--- config.mk ---
export PLATFORM = sky130hd
export DESIGN_NAME = clh_result_fifo
export DESIGN_NICKNAME = d
export VERILOG_FILES = /design/src/rtl/core/chord_length_histogram_unit_defines.svh /design/src/rtl/core/clh_pkg.sv /design/src/rtl/core/clh_result_fifo.sv
export SDC_FILE = /design/constraint.sdc
export NUM_CORES = 1
export LEC_CHECK = 0
export BUFFER_PORTS_ARGS = -buffer_cell sky130_fd_sc_hd__buf_4
export CAP_MARGIN = 30
export CELL_PAD_IN_SITES_DETAIL_PLACEMENT = 0
export CELL_PAD_IN_SITES_GLOBAL_PLACEMENT = 1
export CORE_MARGIN = 5
export CORE_UTILIZATION = 40
export DETAILED_ROUTE_END_ITERATION = 7
export GPL_TIMING_DRIVEN = 1
export PLACE_DENSITY_LB_ADDON = 0.1
export RECOVER_POWER = 25
export SYNTH_ARGS = -nofsm -noshare
export SYNTH_HDL_FRONTEND = slang
export SYNTH_SLANG_ARGS = --single-unit
--- constraint.sdc ---
create_clock -name aclk -period 5.72 [get_ports aclk]
set_input_delay 0.286 -clock aclk [delete_from_list [all_inputs] [get_ports aclk]]
set_output_delay 0.286 -clock aclk [all_outputs]
set_load 0.05 [all_outputs]
--- src/rtl/core/chord_length_histogram_unit_defines.svh ---
// assertion macros for the chord length histogram unit
`ifndef CHORD_LENGTH_HISTOGRAM_UNIT_DEFINES_SVH
`define CHORD_LENGTH_HISTOGRAM_UNIT_DEFINES_SVH

`ifndef SYNTHESIS

// same-cycle implication, checked out of reset
`define CLH_ASSERT_NOW(lbl, ante, cons, msg) \
    lbl: assert property (@(posedge aclk) disable iff (!aresetn) (ante) |-> (cons)) \
        else $error(msg);

// next-cycle implication, checked out of reset
`define CLH_ASSERT_NEXT(lbl, ante, cons, msg) \
    lbl: assert property (@(posedge aclk) disable iff (!aresetn) (ante) |=> (cons)) \
        else $error(msg);

`else

`define CLH_ASSERT_NOW(lbl, ante, cons, msg)
`define CLH_ASSERT_NEXT(lbl, ante, cons, msg)

`endif

`endif

--- src/rtl/core/clh_pkg.sv ---
`timescale 1ns / 1ps
package clh_pkg;

    localparam int unsigned DEF_MAX_CHORD  = 1024;
    localparam int unsigned DEF_COUNT_BITS = 32;

    localparam int unsigned NUM_AXES  = 3;
    localparam int unsigned AXIS_W    = 2;
    localparam int unsigned BIN_IDX_W = 10;
    localparam int unsigned OUT_W     = 32;

    localparam logic REQ_VOXEL = 1'b0;
    localparam logic REQ_READ  = 1'b1;

    typedef struct packed {
        logic valid;
        logic is_read;
        logic drop;
    } hist_op_t;

    typedef struct packed {
        logic clearing;
        logic rd_inflight;
    } hist_status_t;

endpackage

--- src/rtl/core/clh_result_fifo.sv ---
`timescale 1ns / 1ps
module clh_result_fifo (
    input  logic                      aclk,
    input  logic                      aresetn,
    input  logic                      push,
    input  logic [clh_pkg::OUT_W-1:0] push_data,
    output logic                      m_valid,
    input  logic                      m_ready,
    output logic [clh_pkg::OUT_W-1:0] m_bin_count,
    output logic [1:0]                count
);
    import clh_pkg::*;

    logic [OUT_W-1:0] data_reg [2];
    logic             wr_ptr_reg, wr_ptr_next;
    logic             rd_ptr_reg, rd_ptr_next;
    logic [1:0]       count_reg, count_next;
    logic             pop;

    assign m_valid     = count_reg != 2'd0;
    assign m_bin_count = data_reg[rd_ptr_reg];
    assign count       = count_reg;
    assign pop         = m_valid && m_ready;

    always_comb begin
        wr_ptr_next = push ? !wr_ptr_reg : wr_ptr_reg;
        rd_ptr_next = pop ? !rd_ptr_reg : rd_ptr_reg;
        count_next  = count_reg + 2'(push) - 2'(pop);
    end

    always_ff @(posedge aclk) begin
        if (!aresetn) begin
            wr_ptr_reg <= 1'b0;
            rd_ptr_reg <= 1'b0;
            count_reg  <= 2'd0;
        end else begin
            wr_ptr_reg <= wr_ptr_next;
            rd_ptr_reg <= rd_ptr_next;
            count_reg  <= count_next;
        end
    end

    always_ff @(posedge aclk) begin
        if (push) begin
            data_reg[wr_ptr_reg] <= push_data;
        end
    end

endmodule

; ---- Word-level counts from Yosys, hierarchy flattened
; Memories as Yosys holds them, arrays and structs flattened. A register that Yosys moved wholly into a read port is not among the register bits.
; Index checks and enable logic that the tools add are counted.
[totals]
regBits = 4
memories = 1
mem_bits_rw = 64
output_inout_bits = 35
inputBits = 36
word_cells = 14
[mem_list]
columns = memory, words, width, read_ports, rd_clocked_by_memory_dff, wr, line
row1 = data_reg, 2, 32, 1, 1, 1, clh_result_fifo.sv:14  ; logic [OUT_W-1:0] data_reg [2];
[op_classes]
reduce_logical = 4
n_mux = 4
addsub = 2
[ops]
columns = op, n
row1 = $mux 1, 4
row2 = $add 2x1->2, 1
row3 = $logic_not 1->1, 2
row4 = $reduce_bool 2->1, 1
row5 = $sub 2x1->2, 1
row6 = $logic_and 1x1->1, 1

; ---- Logic depth before layout (Yosys ltp)
[logic_depth]
word_depth = 4
mapped_depth = 6
ltp_nobuf = 6

; ---- Worst setup path after synthesis
; Ideal clock, no wire load.
[synth_path]
kind = reg-to-reg
start = register wr_ptr_reg
end = memory data_reg[0][0] (enable)
path_stages_with_launch = 2
setup_time_ps = 426
path_slack_ps = 3518
t_arrival_ps = 1776
synth_period_minus_slack_ps = 2202
t_required_ps = 5294
n_path_buf = 0
path_cell_list = dfxtp_1 -> nor2b_1
[synth_rtl]
columns = item, line
row1 = start: declaration, clh_result_fifo.sv:15  ; logic wr_ptr_reg, wr_ptr_next;
row2 = start signal: assignment, clh_result_fifo.sv:37  ; wr_ptr_reg <= wr_ptr_next;
row3 = end: declaration, clh_result_fifo.sv:14
; Straight into the memory's write port.

==> impl_summary.log <==
[metrics] run status: completed
[metrics] final total power: 1.54 mW
[metrics] cell count after placement: 269
[metrics] post-synthesis cell area: 2700 µm²
[metrics] cell count after synthesis: 122
[metrics] aggregate negative setup slack: 0 ns
[metrics] power density over the cells: roughly 440 nW/µm²
[metrics] die width: 92.2 µm
[metrics] Synth Net Count: 160
[metrics] H-tree depth: 3
[metrics] overall via count from detail_route: 1309
[metrics] Core Footprint: 6680 µm²
[metrics] clock tree from TritonCTS: yes
[metrics] post-detailed-routing wire length: 4420 µm
[metrics] highest-count cells in the layout ignoring fill and taps: sky130_fd_sc_hd__edfxtp_1 (64), sky130_fd_sc_hd__buf_4 (48), sky130_fd_sc_hd__mux2_4 (30), sky130_fd_sc_hd__clkbuf_4 (19), sky130_fd_sc_hd__clkbuf_8 (9)
[metrics] Seq cells post-synth: 69
[metrics] post-placement worst setup slack: 4.00 ns
[metrics] max FFs per register: 64
[metrics] wire length of the first global-routing pass: around 7000 µm
[metrics] root buffer cell: sky130_fd_sc_hd__clkbuf_8
[metrics] remaining global-route overflow: 0
[metrics] number of endpoints with negative hold slack in the final report: 0
[metrics] number of buffers added by the clock tree synthesis step: 9
[metrics] Vias/cell: 4.59
[metrics] path category of the worst min-delay check: in -> reg
[metrics] register clock-pin slew on the reported worst setup and hold paths: ~0.07 ns
[metrics] number of iterations in the first detailed-routing pass: 4
[metrics] final routed DRC violation total: 0
[metrics] CTS Sinks: just under 70
[metrics] final-report max-slew violation count: 0
[metrics] startpoint kind of the worst setup timing path: flip-flop
[metrics] largest voltage drop on the vdd net: 0.230 mV
[metrics] type of destination of the critical path: output pin
[metrics] most frequent standard cell in the layout excluding fill and tap cells: sky130_fd_sc_hd__edfxtp_1
[metrics] worst-case clock buffer depth: 2
[metrics] Post CTS Setup Buffer Count: 0
[metrics] final critical-path setup slack: 3.67 ns
[metrics] global routing usage summed across all routing layers: 11.1%
[metrics] number of port buffers: 70
[metrics] count of yosys warnings during synthesis: 0
[metrics] post-route ant nets: 0
[metrics] final worst clock skew: 0.00558 ns
[metrics] achievable frequency: 488 MHz
[metrics] post-synthesis cell type count: 16
[metrics] sequential area share after synthesis: around 75%
[metrics] largest net degree at the start of global routing: 34
[metrics] relative max-transition margin: 36.3%
[metrics] Static Leak: between 1 and 1.5 nW
[metrics] flop2flop setup slack: 4.24 ns
[metrics] WL/cell: 15.5 µm
[metrics] Initial Utilization: between 40% and 50%
[metrics] filler-free cell count of the finished design: around 290
[metrics] antenna violations before repair: 0
[metrics] vertical die dimension: 92.2 µm
[metrics] number of global-route vias before repair: 1462
[metrics] # resized after CTS: 0
[metrics] GPL Wtd Cong: roughly 0.65
[metrics] transition time at the pin with the least slew margin: about 0.95 ns
[metrics] number of nets in the final layout: approximately 240
[metrics] share of the clock period used by the worst path after layout: 35.8%
[metrics] Period minus WS final: roughly 2.0 ns
[metrics] synthesis-to-finish area growth: 28.8%
[metrics] worst endpoint required time: roughly 5.4 ns
[metrics] layout cell share with drive strength beyond 1: a little under three fifths
[metrics] top fanout value on the critical path: 19
[metrics] Final setup violation count: 0
[metrics] unrepaired setup endpoints after global routing: no
[metrics] quantity of hold-fixing buffers added after cts: 0
[metrics] number of antenna diodes: 0
[metrics] die area: around 8500 µm²
[metrics] maxcap violations: 0
[metrics] startpoint-to-endpoint class of the critical path: reg -> out
[metrics] syn_area_per_cell: 22.2 µm²
[metrics] worst-skew pair later-pin latency: 0.32 ns
[metrics] arrival time of data at the critical path endpoint: 1.76 ns
[metrics] number of core rows: 30
[metrics] iteration-0 DRC count of the detailed router: 31
[metrics] I/O Pins: slightly above 70
[final cells by class]
cell class	count	area, µm²
clock buffer	10	128
clock inverter	6	77.6
fill	555	3200
inverter	2	7.51
multi-input combinational	47	612
sequential	69	2020
tap	80	100
timing repair buffer	71	534
[Yosys cell counts (all sizes together)]
master / number / area share [%]
nand2b: 1 / 0.23
edfxtp: 64 / 71
inv: 2 / 0.28
o21a: 2 / 0.56
nand2: 1 / 0.14
or2: 1 / 0.23
and2: 2 / 0.46
dfxtp: 5 / 3.7
buf: 4 / 2.6
ha: 2 / 0.93
nor2b: 3 / 0.69
xnor3: 1 / 0.83
mux2: 32 / 17
mux2i: 2 / 0.74
[per-layer routing]
layer	vias to the layer above	wire length [µm]	track usage, %
li1	625	-	-
met1	632	1660	11.8
met2	44	2410	19.4
met3	8	273	3.77
met4	0	70	5.57
met5	-	0	0
[final timing paths]
path,end,cells after the start,startpoint
setup / recovery,m_bin_count[0],3,flip-flop
hold / removal,data_reg[1][15]$_DFFE_PP_,1,push_data[15]
setup reg to reg,data_reg[0][19]$_DFFE_PP_,1,wr_ptr_reg$_SDFFE_PN0P_
hold reg to reg,flip-flop,2,rd_ptr_reg$_SDFFE_PN0P_
[critical path, stage by stage (launching register included)]
cell                      delay [ns]
sky130_fd_sc_hd__dfxtp_2        0.64
sky130_fd_sc_hd__buf_12         0.25
sky130_fd_sc_hd__mux2_2         0.35
sky130_fd_sc_hd__buf_4          0.19
[report_power, final]
part | switching, mW | internal [mW]
registers | 0.0309 | 0.591
logic | 0.305 | 0.210
clock network | 0.162 | 0.241
[stage by stage]
stage / cell area, µm² / hold WS, ns / util [%]
after floorplan: 2700 / 0.385 / -
after global placement: 3270 / 0.458 / 48.9
after detailed placement: 3290 / 0.473 / 49.2
after CTS: 3490 / 0.123 / 52.3
after global routing: 3480 / 0.131 / 52.1
final: 3480 / 0.149 / 52.1
[cells by family after synthesis]
group / count (synthesis) / share of synthesized area, %
buffers and inverters: 6 / 2.92
DFF: 69 / 74.8
and+or+nand+nor: 8 / 1.76
muxes: 34 / 18.2
AOI/OAI and AO/OA: 2 / 0.555
adders and majority gates: 2 / 0.925
xor gates and xnor gates: 1 / 0.833
Note: power is estimated with default switching activity, not from simulation.
