==> src/rtl/core/chord_length_histogram_unit_defines.svh <==
// assertion macros for the chord length histogram unit
`ifndef CHORD_LENGTH_HISTOGRAM_UNIT_DEFINES_SVH
`define CHORD_LENGTH_HISTOGRAM_UNIT_DEFINES_SVH

`ifndef SYNTHESIS

// same-cycle implication, checked out of reset
`define CLH_ASSERT_NOW(lbl, ante, cons, msg) \
    lbl: assert property (@(posedge aclk) disable iff (!aresetn) (ante) |-> (cons)) \
        else $error(msg);

// next-cycle implication, checked out of reset
`define CLH_ASSERT_NEXT(lbl, ante, cons, msg) \
    lbl: assert property (@(posedge aclk) disable iff (!aresetn) (ante) |=> (cons)) \
        else $error(msg);

`else

`define CLH_ASSERT_NOW(lbl, ante, cons, msg)
`define CLH_ASSERT_NEXT(lbl, ante, cons, msg)

`endif

`endif

==> src/rtl/core/clh_pkg.sv <==
`timescale 1ns / 1ps
package clh_pkg;

    localparam int unsigned DEF_MAX_CHORD  = 1024;
    localparam int unsigned DEF_COUNT_BITS = 32;

    localparam int unsigned NUM_AXES  = 3;
    localparam int unsigned AXIS_W    = 2;
    localparam int unsigned BIN_IDX_W = 10;
    localparam int unsigned OUT_W     = 32;

    localparam logic REQ_VOXEL = 1'b0;
    localparam logic REQ_READ  = 1'b1;

    typedef struct packed {
        logic valid;
        logic is_read;
        logic drop;
    } hist_op_t;

    typedef struct packed {
        logic clearing;
        logic rd_inflight;
    } hist_status_t;

endpackage

==> src/rtl/core/clh_line_tracker.sv <==
`timescale 1ns / 1ps
module clh_line_tracker #(
    parameter int unsigned MAX_CHORD = clh_pkg::DEF_MAX_CHORD,
    localparam int unsigned BIN_W    = $clog2(MAX_CHORD)
) (
    input  logic                          aclk,
    input  logic                          aresetn,
    input  logic                          s_valid,
    output logic                          s_ready,
    input  logic                          s_req_type,
    input  logic                          s_is_pore,
    input  logic                          s_line_end,
    input  logic [clh_pkg::AXIS_W-1:0]    s_axis,
    input  logic [clh_pkg::BIN_IDX_W-1:0] s_bin_index,
    input  logic                          clearing,
    input  logic                          rd_room,
    output clh_pkg::hist_op_t             op,
    output logic [clh_pkg::AXIS_W-1:0]    op_axis,
    output logic [BIN_W-1:0]              op_bin
);
    import clh_pkg::*;

    localparam int unsigned LEN_W = $clog2(MAX_CHORD + 1);
    localparam logic [LEN_W:0]   MAX_EXT = (LEN_W + 1)'(MAX_CHORD);
    localparam logic [LEN_W-1:0] MAX_LEN = LEN_W'(MAX_CHORD);

    logic [LEN_W-1:0]  run_length_reg, run_length_next;
    logic [LEN_W-1:0]  held_first_chord_reg, held_first_chord_next;
    logic              held_valid_reg, held_valid_next;
    logic              line_started_pore_reg, line_started_pore_next;
    logic              at_line_start_reg, at_line_start_next;
    logic              pend_valid_reg, pend_valid_next;
    logic [AXIS_W-1:0] pend_axis_reg, pend_axis_next;
    logic [BIN_W-1:0]  pend_bin_reg, pend_bin_next;

    logic             voxel_acc, rd_acc, axis_ok, bin_ok, lsp_eff;
    logic [LEN_W:0]   run_inc, merge_sum;
    logic [LEN_W-1:0] run_sat, merge_sat;
    logic [LEN_W-1:0] run_mid, held_mid;
    logic             hv_mid;
    logic             w_v, e1_v, e2_v;
    logic [LEN_W-1:0] w_len, e1_len, e2_len;
    logic             first_v, second_v;
    logic [LEN_W-1:0] first_len, second_len;

    assign s_ready   = !clearing && !pend_valid_reg && (s_req_type == REQ_VOXEL || rd_room);
    assign voxel_acc = s_valid && s_ready && s_req_type == REQ_VOXEL;
    assign rd_acc    = s_valid && s_ready && s_req_type == REQ_READ;
    assign axis_ok   = s_axis < AXIS_W'(NUM_AXES);
    assign bin_ok    = 32'(s_bin_index) < 32'(MAX_CHORD);

    always_comb begin
        lsp_eff  = at_line_start_reg ? s_is_pore : line_started_pore_reg;
        run_inc  = {1'b0, run_length_reg} + (LEN_W + 1)'(1);
        run_sat  = (run_inc > MAX_EXT) ? MAX_LEN : run_inc[LEN_W-1:0];
        run_mid  = run_length_reg;
        held_mid = held_first_chord_reg;
        hv_mid   = held_valid_reg;
        w_v      = 1'b0;
        w_len    = run_length_reg;

        // wall voxel closes the run in progress
        if (s_is_pore) begin
            run_mid = run_sat;
        end else if (run_length_reg != '0) begin
            if (!held_valid_reg) begin
                held_mid = run_length_reg;
                hv_mid   = 1'b1;
            end else begin
                w_v = 1'b1;
            end
            run_mid = '0;
        end

        merge_sum = {1'b0, held_mid} + {1'b0, run_mid};
        merge_sat = (merge_sum > MAX_EXT) ? MAX_LEN : merge_sum[LEN_W-1:0];

        // periodic wrap at the line end
        e1_v   = 1'b0;
        e2_v   = 1'b0;
        e1_len = held_mid;
        e2_len = run_mid;
        if (s_line_end) begin
            if (hv_mid && run_mid != '0 && lsp_eff) begin
                e1_v   = 1'b1;
                e1_len = merge_sat;
            end else begin
                e1_v = hv_mid;
                e2_v = run_mid != '0;
            end
        end

        first_v    = w_v || e1_v || e2_v;
        first_len  = w_v ? w_len : (e1_v ? e1_len : e2_len);
        second_v   = e1_v && (w_v || e2_v);
        second_len = w_v ? e1_len : e2_len;

        run_length_next        = run_length_reg;
        held_first_chord_next  = held_first_chord_reg;
        held_valid_next        = held_valid_reg;
        line_started_pore_next = line_started_pore_reg;
        at_line_start_next     = at_line_start_reg;
        if (voxel_acc) begin
            if (s_line_end) begin
                run_length_next        = '0;
                held_first_chord_next  = '0;
                held_valid_next        = 1'b0;
                line_started_pore_next = 1'b0;
                at_line_start_next     = 1'b1;
            end else begin
                run_length_next        = run_mid;
                held_first_chord_next  = held_mid;
                held_valid_next        = hv_mid;
                line_started_pore_next = lsp_eff;
                at_line_start_next     = 1'b0;
            end
        end

        pend_valid_next = 1'b0;
        pend_axis_next  = pend_axis_reg;
        pend_bin_next   = pend_bin_reg;
        if (voxel_acc && second_v && axis_ok) begin
            pend_valid_next = 1'b1;
            pend_axis_next  = s_axis;
            pend_bin_next   = BIN_W'(second_len - LEN_W'(1));
        end

        op      = '0;
        op_axis = s_axis;
        op_bin  = BIN_W'(first_len - LEN_W'(1));
        if (pend_valid_reg) begin
            op.valid = 1'b1;
            op_axis  = pend_axis_reg;
            op_bin   = pend_bin_reg;
        end else if (rd_acc) begin
            op.valid   = 1'b1;
            op.is_read = 1'b1;
            op.drop    = !axis_ok || !bin_ok;
            op_bin     = BIN_W'(s_bin_index);
        end else if (voxel_acc && first_v && axis_ok) begin
            op.valid = 1'b1;
        end
    end

    always_ff @(posedge aclk) begin
        if (!aresetn) begin
            run_length_reg        <= '0;
            held_first_chord_reg  <= '0;
            held_valid_reg        <= 1'b0;
            line_started_pore_reg <= 1'b0;
            at_line_start_reg     <= 1'b1;
            pend_valid_reg        <= 1'b0;
        end else begin
            run_length_reg        <= run_length_next;
            held_first_chord_reg  <= held_first_chord_next;
            held_valid_reg        <= held_valid_next;
            line_started_pore_reg <= line_started_pore_next;
            at_line_start_reg     <= at_line_start_next;
            pend_valid_reg        <= pend_valid_next;
        end
    end

    always_ff @(posedge aclk) begin
        pend_axis_reg <= pend_axis_next;
        pend_bin_reg  <= pend_bin_next;
    end

endmodule

==> config.mk <==
export PLATFORM = sky130hd
export DESIGN_NAME = clh_line_tracker
export DESIGN_NICKNAME = d
export VERILOG_FILES = /design/src/rtl/core/chord_length_histogram_unit_defines.svh /design/src/rtl/core/clh_pkg.sv /design/src/rtl/core/clh_line_tracker.sv
export SDC_FILE = /design/constraint.sdc
export NUM_CORES = 1
export LEC_CHECK = 0
export ABC_CLOCK_PERIOD_IN_PS = 16100
export BUFFER_PORTS_ARGS = -buffer_cell sky130_fd_sc_hd__buf_4
export CAP_MARGIN = 20
export CORE_MARGIN = 2
export CORE_UTILIZATION = 40
export CTS_CLUSTER_DIAMETER = 150
export DETAILED_ROUTE_END_ITERATION = 8
export PLACE_DENSITY = 0.59
export REMOVE_ABC_BUFFERS = 1
export SYNTH_ARGS = -nofsm -noshare
export SYNTH_HDL_FRONTEND = slang
export SYNTH_SLANG_ARGS = --single-unit
==> constraint.sdc <==
create_clock -name aclk -period 16.1 [get_ports aclk]
set_clock_uncertainty 0.15 [all_clocks]
set_input_delay 0.805 -clock aclk [delete_from_list [all_inputs] [get_ports aclk]]
set_output_delay 0.805 -clock aclk [all_outputs]
set_load 0.005 [all_outputs]
== After elaboration in Yosys (flattened, before gate mapping) ==
Index checks and enable logic that the tools add are counted.
Storage, ports and cells
  bits in registers: 38
  input port bits: 20
  output and inout port bits: 16
  word-level logic and storage cells: 73
Cells by class
  add/sub/neg operators: 4
  magnitude comparators: 3
  muxes and demuxes: 36
  bitwise gates (word level): 1
  reduce and logical (&&, ||, !) cells: 21
Operators by type and width (count)
  $mux 11: 8
  $mux 10: 8
  $gt 12x11->1 const B: 2
  $reduce_bool 11->1: 2
  $sub 10x1->10 const B: 2
  $mux 1: 17
  $add 11x1->12 const B: 1
  $add 11x11->12: 1
  $logic_and 1x1->1: 12
  $mux 2: 3
  $logic_or 1x1->1: 4
  $logic_not 1->1: 3
  $lt 2x2->1 const B: 1
  $not 1->1: 1

== Depth between registers and ports, before layout ==
Gate-level depths: netlist of run 1.
  depth after elaboration: 16
  mapped depth: 25
  gate-level depth less buffers: 22

== Worst setup path before layout of run 1 ==
OpenSTA, ideal clock, no wires.
  path type: flip-flop to output port
  start: reg run_length_reg[0]
  end: out op_bin[6]
  arrival time: 5051 ps
  slack: 10094 ps
  stages on the path, launching flop included: 26
  buffers on the path: 3
  path through: dfxtp_1 ha_1 buf_2 nand2_1 nor4_2 nor2_1 a31oi_2 buf_2 nand2b_1 buf_2 nor2_1 ha_1 o21a_1 o21a_1 o221a_2 o21ai_0 a2111oi_0 a311o_1 o21a_1 a31oi_1 o31a_1 ha_1 inv_1 nor4b_1 xor2_1 a21oi_1
On the way
  word-level cells in the longest chain between the ends: 14
  elaborated cells on any way between the ends: 28
  classes of those cells: add/sub: 3; order compare: 2; mux: 19; reduce/logical: 4
Ends and longest elaborated chain
  start: declaration: line clh_line_tracker.sv:27  | logic [LEN_W-1:0] run_length_reg, run_length_next;
  start signal: assignment: line clh_line_tracker.sv:154  | run_length_reg <= run_length_next;
  $add 11x1->12: line clh_line_tracker.sv:54  | run_inc = {1'b0, run_length_reg} + (LEN_W + 1)'(1);
  $gt 12x11->1: line clh_line_tracker.sv:55  | run_sat = (run_inc > MAX_EXT) ? MAX_LEN : run_inc[LEN_W-1:0];
  $mux 11: line clh_line_tracker.sv:55
  $mux 11: line clh_line_tracker.sv:63  | if (s_is_pore) begin
  $add 11x11->12 or $reduce_bool 11->1 (tied branches): line clh_line_tracker.sv:75, clh_line_tracker.sv:84
  $gt 12x11->1 or $logic_and 1x1->1 (tied branches): line clh_line_tracker.sv:76, clh_line_tracker.sv:84
  $mux 10 or $logic_and 1x1->1 (tied branches): line clh_line_tracker.sv:76, clh_line_tracker.sv:84
  $mux 10 or $mux 1 (tied branches): line clh_line_tracker.sv:84  | if (hv_mid && run_mid != '0 && lsp_eff) begin
  $mux 10 or $mux 1 (tied branches): line clh_line_tracker.sv:83  | if (s_line_end) begin
  $mux 10: line clh_line_tracker.sv:94  | first_len = w_v ? w_len : (e1_v ? e1_len : e2_len);
  $mux 10 *: line clh_line_tracker.sv:94
  $sub 10x1->10 *: line clh_line_tracker.sv:130  | op_bin = BIN_W'(first_len - LEN_W'(1));
  $mux 10 *: line clh_line_tracker.sv:135  | end else if (rd_acc) begin
  $mux 10 *: line clh_line_tracker.sv:131  | if (pend_valid_reg) begin
  end: declaration: line clh_line_tracker.sv:19  | output logic [BIN_W-1:0] op_bin
Every way passes the cells marked *; elsewhere a longest branch is shown, timed or not.

== Worst setup path in the final report of run 1 ==
Ends and elaborated chain as after synthesis.

==> summary by stage, run 1 <==
Timing
The max-slew violation count is 0. The final-report setup violation count is 0. The pin slew with the least headroom to its limit is ~0.88 ns. Setup repair after global routing left no endpoint under its margin. The relative max-transition margin is between 40% and 50%.

The final critical path takes up 51.2% of the cycle. For this run, the top clock speed supported by timing is around 120 MHz. After layout, the minimum clock period comes to 8.25 ns. For the final routed database, the setup TNS stands at 0 ns. The total count of hold-check failures in the final report is 0.

GRT
The first global-routing pass estimated 20300 µm of wire. The number of global-route vias before repair came to about 3700. Entering global routing, the biggest net connects 26 pins. The aggregate global-route resource usage is between 20% and 30%. For this run the aggregate overflow at the end of global routing stands at 0.

The initial antenna violation count is 0.

Run
The total of max-cap violations is 0.

Clock tree
The maximum root-to-sink buffer count is 2. The clock tree from TritonCTS is built. CTS built an H-tree with a depth of 2. The CTS buffer count is 5. The insertion delay of the later-clocked pin in the worst-skew pair is ~0.30 ns. Once the clock tree was built, the setup fixing pass inserted 0 buffers. The total number of clock tree sinks is 38.

The tree is rooted in a sky130_fd_sc_hd__clkbuf_8. For this design, the CTS-stage hold fixing added 0 buffers. The clock-pin slew on the worst setup and hold paths is 0.08 ns. The post-cts resize count is 0.

Pwr
The leakage power summed over all cells is roughly 0.0016 µW. The share of total power dissipated in the clock network is 39.9%. The largest voltage drop on the vdd net is 34.1 µV. The share of total power dissipated in combinational logic is between 10% and 20%.

For this design the ratio of total power to cell area is roughly 49 nW/µm². The cell-internal power is 159 µW. The sequential fraction of design power is between 40% and 50%. Of the total power, the share spent switching nets is 24.9%.

For this design the total switching power over the nets is 52.8 µW.

Synth
The number of enable-type register cells in the synthesized netlist is 12. The post-synthesis instance area is ~3900 µm². The fraction of registers with async set or reset after synthesis is 0%. Dividing the synthesized area by the synthesized cell count gives around 7.8 µm². The number of warnings reported in the yosys synthesis log is 0. For this run, the leading register cell type out of synthesis is sky130_fd_sc_hd__dfxtp_1. Counting distinct cell types in the post-synthesis netlist gives 73.

The gate count of the mapped netlist is 500. Sequential cells were found to cover approximately 23% of the synthesized design area. The number of synthesized register bits is 38.

Worst setup path
STA classifies the critical path endpoint as a primary output. The startpoint-to-endpoint class of the critical path is register to primary output. The worst setup path is launched from a register. The internal reg-to-reg setup slack is between 8 and 9 ns.

The required arrival time at the worst endpoint is 15.15 ns. The peak fanout along the critical path is 17. At the worst endpoint, the arrival time is about 7.3 ns.

Detailed routing
The per-cell via count in the routed design is 6.21. The routed design has approximately 13000 µm of wire. The first detailed-routing pass took 5 iterations. The DRC violation count after routing is 0. The total via count after detailed routing is about 4000.

After detailed routing, the average wire length per cell comes to roughly 20 µm. The violation count after the first detailed-route iteration is about 410. The detail route stage leaves a number of antenna-violating nets equal to 0.

Die
The number of placed I/O pins is 36. In this run the core area contains 36 standard-cell rows. For this configuration, the core starts out at a cell density of 40.6%. The width of the die is slightly above 100 µm. The die footprint is 10600 µm². The core region is 9590 µm². The floorplan step set the die height to between 100 and 150 µm.

Placement
Detailed placement ended at an HPWL of just under 10000 µm. Routability-driven placement finished with a final weighted congestion of 0.981. The count of buffers added on input and output ports is 35. In this run the cell area measured after placement is 4200 µm².

Cells and area
Compared with the post-synthesis result, the final layout area differs by 10.4%. 0 antenna diodes ended up in the layout. The net count reported at finish is 545.

The share of cells above drive strength 1 is 14.3%. Once layout is done, the placed cells without fillers occupy 4300 µm².

Worst hold path
The class of the worst hold path is register to register.

Status
The flow ran to the end, and the final reports show no timing, DRC or antenna violations.
metrics by stage:
| step | total power [µW] | utilization, % | worst slack [ns] | hold WS [ns] | std cells |
|---|---|---|---|---|---|
| global route | 218 | 44.9 | 7.28 | 0.415 | 644 |
| floorplan | 116 | - | 9.80 | 0.328 | 465 |
| finish | 212 | 44.9 | 7.85 | 0.382 | 644 |
| detailed placement | 130 | 43.7 | 8.42 | 0.368 | 636 |
| CTS | 212 | 44.9 | 8.08 | 0.388 | 644 |
| global placement | 129 | 43.7 | 8.58 | 0.360 | 636 |
worst max-delay path, stage by stage, from the launching register on:
cell and delay [ns]:
sky130_fd_sc_hd__dfxtp_1 0.70, sky130_fd_sc_hd__ha_1 0.57, sky130_fd_sc_hd__nand2_1 0.18, sky130_fd_sc_hd__nor4_2 0.33
sky130_fd_sc_hd__nor2_1 0.14, sky130_fd_sc_hd__a31oi_2 0.60, sky130_fd_sc_hd__nand2b_1 0.53, sky130_fd_sc_hd__o21ai_0 0.30
sky130_fd_sc_hd__ha_1 0.31, sky130_fd_sc_hd__a21o_1 0.18, sky130_fd_sc_hd__a21oi_1 0.41, sky130_fd_sc_hd__a22oi_1 0.13
sky130_fd_sc_hd__o2bb2ai_1 0.40, sky130_fd_sc_hd__a2111oi_0 0.16, sky130_fd_sc_hd__nor3_1 0.61, sky130_fd_sc_hd__o21ai_0 0.30
sky130_fd_sc_hd__o22a_1 0.27, sky130_fd_sc_hd__ha_1 0.21, sky130_fd_sc_hd__inv_1 0.12, sky130_fd_sc_hd__nor4b_1 0.09
sky130_fd_sc_hd__xor2_1 0.15, sky130_fd_sc_hd__a21oi_1 0.16, sky130_fd_sc_hd__buf_4 0.13
synthesized netlist by cell type, types with 8 or more instances:
library cell               number  area share, %
sky130_fd_sc_hd__buf_2          9            1.2
sky130_fd_sc_hd__inv_1         12            1.2
sky130_fd_sc_hd__nor3_1        11            1.4
sky130_fd_sc_hd__a31oi_1       13            2.1
sky130_fd_sc_hd__nand2_1       39            3.8
sky130_fd_sc_hd__dfxtp_1       26             13
sky130_fd_sc_hd__a22oi_1       30            5.8
sky130_fd_sc_hd__o21ai_1        8            1.0
sky130_fd_sc_hd__edfxtp_1      12            9.2
sky130_fd_sc_hd__a21oi_1       21            2.7
sky130_fd_sc_hd__xnor2_1       21            4.7
sky130_fd_sc_hd__ha_1          14            4.5
sky130_fd_sc_hd__nor2b_1       25            4.0
sky130_fd_sc_hd__o21ai_0       22            2.8
sky130_fd_sc_hd__nand3_1       21            2.7
sky130_fd_sc_hd__nor2_1        43            4.1
sky130_fd_sc_hd__mux2_2        12            3.5
sky130_fd_sc_hd__a211oi_1       9            1.7
sky130_fd_sc_hd__xor2_1        10            2.2
sky130_fd_sc_hd__clkbuf_1      21            2.0
power groups by stage:
stage          combinational [µW]  clock [µW]  sequential (µW)
2_1_floorplan                14.3           0              101
3_3_place_gp                 27.9           0              101
3_5_place_dp                 28.1           0              102
4_1_cts                      28.2        84.8             99.3
5_1_grt                      31.1        87.7             99.4
6_report                     28.1        84.6             99.3
final timing paths:
kind / start / end / cells past startpoint
max: run_length_reg[0] / op_bin[6] / 22
max reg2reg: run_length_reg[0] / pend_bin_reg[8] / 19
min reg2reg: at_line_start_reg / at_line_start_reg / 1
min: at_line_start_reg / at_line_start_reg / 1
layout make-up:
type	count	area, µm²
Clock buffer	6	72.6
Clock inverter	2	36.3
Fill cell	1014	5290
Inverter	12	45.0
Multi-Input combinational cell	415	2820
Sequential cell	38	881
Tap cell	133	166
Timing Repair Buffer	38	285
cell families after synthesis:
| logic type | count (synthesis) | synth area share (%) |
|---|---|---|
| AOI/OAI and AO/OA | 164 | 29.9 |
| xor gates and xnor gates | 32 | 7.38 |
| adders and majority gates | 16 | 5.30 |
| buffers and inverters | 47 | 5.13 |
| DFF | 38 | 22.6 |
| muxes | 16 | 4.49 |
| and+or+nand+nor | 187 | 25.2 |
per-layer routing:
metal	share of wire [%]	track usage [%]	wire length, µm
met4	2.2	7.18	294
met2	47	40.2	6110
met3	5.4	2.78	707
met1	46	35.4	5990
met5	0	0	0
cell usage in the layout, fill, tap and decap left out, types with 4 or more instances in the layout:
cell type	Yosys	routed
sky130_fd_sc_hd__nor3_1	11	11
sky130_fd_sc_hd__ha_1	14	14
sky130_fd_sc_hd__nand4_1	7	7
sky130_fd_sc_hd__nand2_1	39	39
sky130_fd_sc_hd__xnor2_1	21	21
sky130_fd_sc_hd__a21oi_1	21	21
sky130_fd_sc_hd__and3_1	5	5
sky130_fd_sc_hd__a211oi_1	9	9
sky130_fd_sc_hd__xor2_1	10	10
sky130_fd_sc_hd__o21a_1	6	6
sky130_fd_sc_hd__inv_1	12	12
sky130_fd_sc_hd__a21o_1	7	7
sky130_fd_sc_hd__and4_1	5	5
sky130_fd_sc_hd__nand3_1	21	21
sky130_fd_sc_hd__o21ai_1	8	8
sky130_fd_sc_hd__o21ai_0	22	22
sky130_fd_sc_hd__and2_1	5	5
sky130_fd_sc_hd__a22oi_1	30	30
sky130_fd_sc_hd__edfxtp_1	12	12
sky130_fd_sc_hd__nor2_1	43	43
sky130_fd_sc_hd__buf_4	3	38
sky130_fd_sc_hd__nand2b_1	5	5
sky130_fd_sc_hd__mux2i_1	4	4
sky130_fd_sc_hd__a31oi_1	13	13
sky130_fd_sc_hd__mux2_2	12	12
sky130_fd_sc_hd__clkbuf_8	0	5
sky130_fd_sc_hd__nor2b_1	25	25
sky130_fd_sc_hd__dfxtp_1	26	26
sky130_fd_sc_hd__o31ai_1	6	6
(Power assumes the default switching activity.)
==> run 2, diff against run 1 <==
Settings changed: ABC_CLOCK_PERIOD_IN_PS 16100 to 7100, PLACE_DENSITY 0.59 to 0.62.
Clock period 16.1 ns to 7.1 ns, I/O delays scaled along.
==> run 2 against run 1 <==
- count of clock-buffer cells in the layout is 1 lower
- via count is 1.8% higher
- critical path depth is 1 higher
- global-route usage is 0.24 points lower
- worst setup slack worse by 7.3 ns
- final area is 0.78% higher
- core utilization is 0.35 points higher
- final cell count is 0.93% higher
- total power is 110% higher
- sequential power is 130% higher
- sequential cell count stayed put
==> summary by stage, run 2 (synthesis gave the netlist of run 1 again) <==
Cells and area
The library cell used most frequently in the layout, excluding fill and tap cells, is sky130_fd_sc_hd__buf_4. The post-route netlist has between 10% and 20% of its cells at a drive strength greater than 1. The fill cell instance count of the final layout is 972. The final core utilization is between 40 and 50%. The area of combinational cells with multiple inputs is 2820 µm². The area taken by flip-flops and latches is slightly below 900 µm². The final layout contains 551 nets. 0 antenna diodes ended up in the layout. The area added between synthesis and finish is 11.3%. The number of standard cells in the layout, taps in and fillers out is 650.

In the layout the commonest cells are 44 x sky130_fd_sc_hd__buf_4, 43 x sky130_fd_sc_hd__nor2_1, 39 x sky130_fd_sc_hd__nand2_1.

Placement
The weighted congestion at the end of routability-driven global placement is approximately 1. The count of buffers inserted at the top-level ports is 35. Prior to clock tree synthesis, the placed netlist has a worst setup slack of around 0.38 ns. After detailed placement, the design holds a cell count of 642. The estimated wirelength of the detail-placed design is 9560 µm.

Pwr
The final total power is between 400 and 500 µW. The total power divided by cell area is a little over 100 nW/µm². The leakage power summed over all cells is approximately 0.0016 µW. The largest voltage drop on the vdd net is 59.5 µV.

Clock tree
The clock-pin slew on the worst setup and hold paths is 0.10 ns. The maximum root-to-sink buffer count is 2. The insertion delay of the later-clocked pin in the worst-skew pair is 0.31 ns.

Buffers added to address setup during post-CTS repair amount to 0. Buffers inserted to repair hold after CTS numbered 0. The H-tree depth reported by CTS is 2. The clock net in this run drives a total of 38 sinks. The CTS buffer count is 5. The buffer cell driving the clock tree root is sky130_fd_sc_hd__clkbuf_8. The clock tree from TritonCTS is built. The post-cts resize count is 0.

Worst setup path
The peak fanout along the critical path is 16. For the worst setup path, the data required time is ~6.6 ns. The arrival time of the worst setup path is ~6.1 ns. The startpoint-to-endpoint class of the critical path is register to primary output. Across all register-to-register paths, the minimum setup slack is between 1 and 1.5 ns. The worst setup path is launched from a register. The worst setup path is captured at a primary output.

Detailed routing
The total via count after detailed routing is between 4000 and 5000. For this run, design rule violations remaining after detail routing come to 0. The final layout contains routed wiring with a total length of roughly 13000 µm. The iteration count of the initial detailed-routing pass is 5. The antenna violation net count after detailed routing is 0.

After detailed routing, the average wire length per cell comes to between 15 and 20 µm. Using the TritonRoute via totals, the vias-per-cell ratio works out to ~6.3. The violation count after the first detailed-route iteration is 352.

Timing
Measured against its own limit, the worst slew margin works out to 47.3%. The total count of hold-check failures in the final report was 0. The final critical path time including I/O delays and setup is about 6.6 ns. The worst path setup slack after routing is about 0.52 ns. The max-slew violation count was 0. After routing, the total negative slack on setup checks comes to 0 ns. The pin slew with the least headroom to its limit is approximately 0.8 ns.

Dividing the final minimum period by the clock period gives roughly 90%. Setup repair after global routing left no endpoint under its margin. Static timing analysis puts the maximum clock frequency at about 150 MHz. The final-report setup violation count is 0.

Die
The floorplan core area is about 9600 µm². Once the floorplan was initialized, standard cells occupied ~41% of the core. The die footprint is 10600 µm². The die is just over 100 µm tall. The total number of placement rows is 36.

In this run the count of I/O pins placed on the die edge is 36. The die is 103 µm wide.

GRT
The aggregate global-route resource usage is around a quarter. The initial antenna violation count is 0. The number of global-route vias before repair is between 3000 and 4000.

Entering global routing, the biggest net connects 26 pins. The first global-routing pass estimated a little over 20000 µm of wire. Global routing finished with a remaining overflow of 0.

Worst hold path
The path class of the tightest hold or removal check is primary input to register.

Status
The flow ran to the end, and the final reports show no timing, DRC or antenna violations.

Run
The total of max-cap violations is 0.
==> run 2: cell count changes in the layout (fill, tap and decap cells not counted), sizes merged <==
cell / change
clkinv: +2
inv: -1
buf: +6
clkbuf: -1
clkinvlp: +1
bufinv: -1
==> run 2: layer usage <==
metal	global-route usage, %	share of wire (%)
met5	0	0
met4	7.49	2.1
met3	4.34	7.1
met2	40.1	46
met1	33.7	45
==> run 2: area by class of cell <==
type,count,area share [%]
sequential,38,20.3
clock inverter,3,0.490
tap,133,3.84
timing repair buffer,44,7.61
multi-input combinational,415,65.1
inverter,12,1.04
clock buffer,5,1.59
==> run 2: worst paths after layout <==
check,start,to,cells past startpoint
min,s_axis[0],pend_axis_reg[0],1
min reg2reg,held_first_chord_reg[10],held_first_chord_reg[10],2
max reg2reg,run_length_reg[1],pend_bin_reg[5],21
max,run_length_reg[1],op_bin[6],23
==> run 2: stage by stage <==
stage	cell area, µm²	hold slack, ns
2_1_floorplan	3740	0.304
3_3_place_gp	4240	0.354
3_5_place_dp	4240	0.367
4_1_cts	4330	0.0959
5_1_grt	4340	0.0852
6_report	4340	0.0949
==> run 2: power breakdown <==
part	leakage (µW)	internal, µW	switching [µW]
Clock	0.0000441	69.2	92.1
Combinational	0.00121	31.6	32.6
Sequential	0.000318	224	0.490
Total	0.00157	325	125
==> run 2: critical path: stages (launching register included) <==
cell	delay, ns
sky130_fd_sc_hd__dfxtp_2	0.53
sky130_fd_sc_hd__ha_2	0.41
sky130_fd_sc_hd__and3_1	0.24
sky130_fd_sc_hd__o2111ai_1	0.14
sky130_fd_sc_hd__a22oi_2	0.24
sky130_fd_sc_hd__a31oi_2	0.11
sky130_fd_sc_hd__nand2b_2	0.31
sky130_fd_sc_hd__nor2_1	0.38
sky130_fd_sc_hd__ha_1	0.37
sky130_fd_sc_hd__o21a_1	0.16
sky130_fd_sc_hd__o21a_1	0.18
sky130_fd_sc_hd__o221a_2	0.29
sky130_fd_sc_hd__o21ai_0	0.16
sky130_fd_sc_hd__a2111oi_0	0.09
sky130_fd_sc_hd__a311o_1	0.40
sky130_fd_sc_hd__o21a_1	0.23
sky130_fd_sc_hd__a31oi_1	0.22
sky130_fd_sc_hd__o31a_1	0.22
sky130_fd_sc_hd__ha_1	0.16
sky130_fd_sc_hd__inv_1	0.08
sky130_fd_sc_hd__nor4b_1	0.39
sky130_fd_sc_hd__xor2_1	0.19
sky130_fd_sc_hd__a21oi_1	0.09
sky130_fd_sc_hd__buf_4	0.15
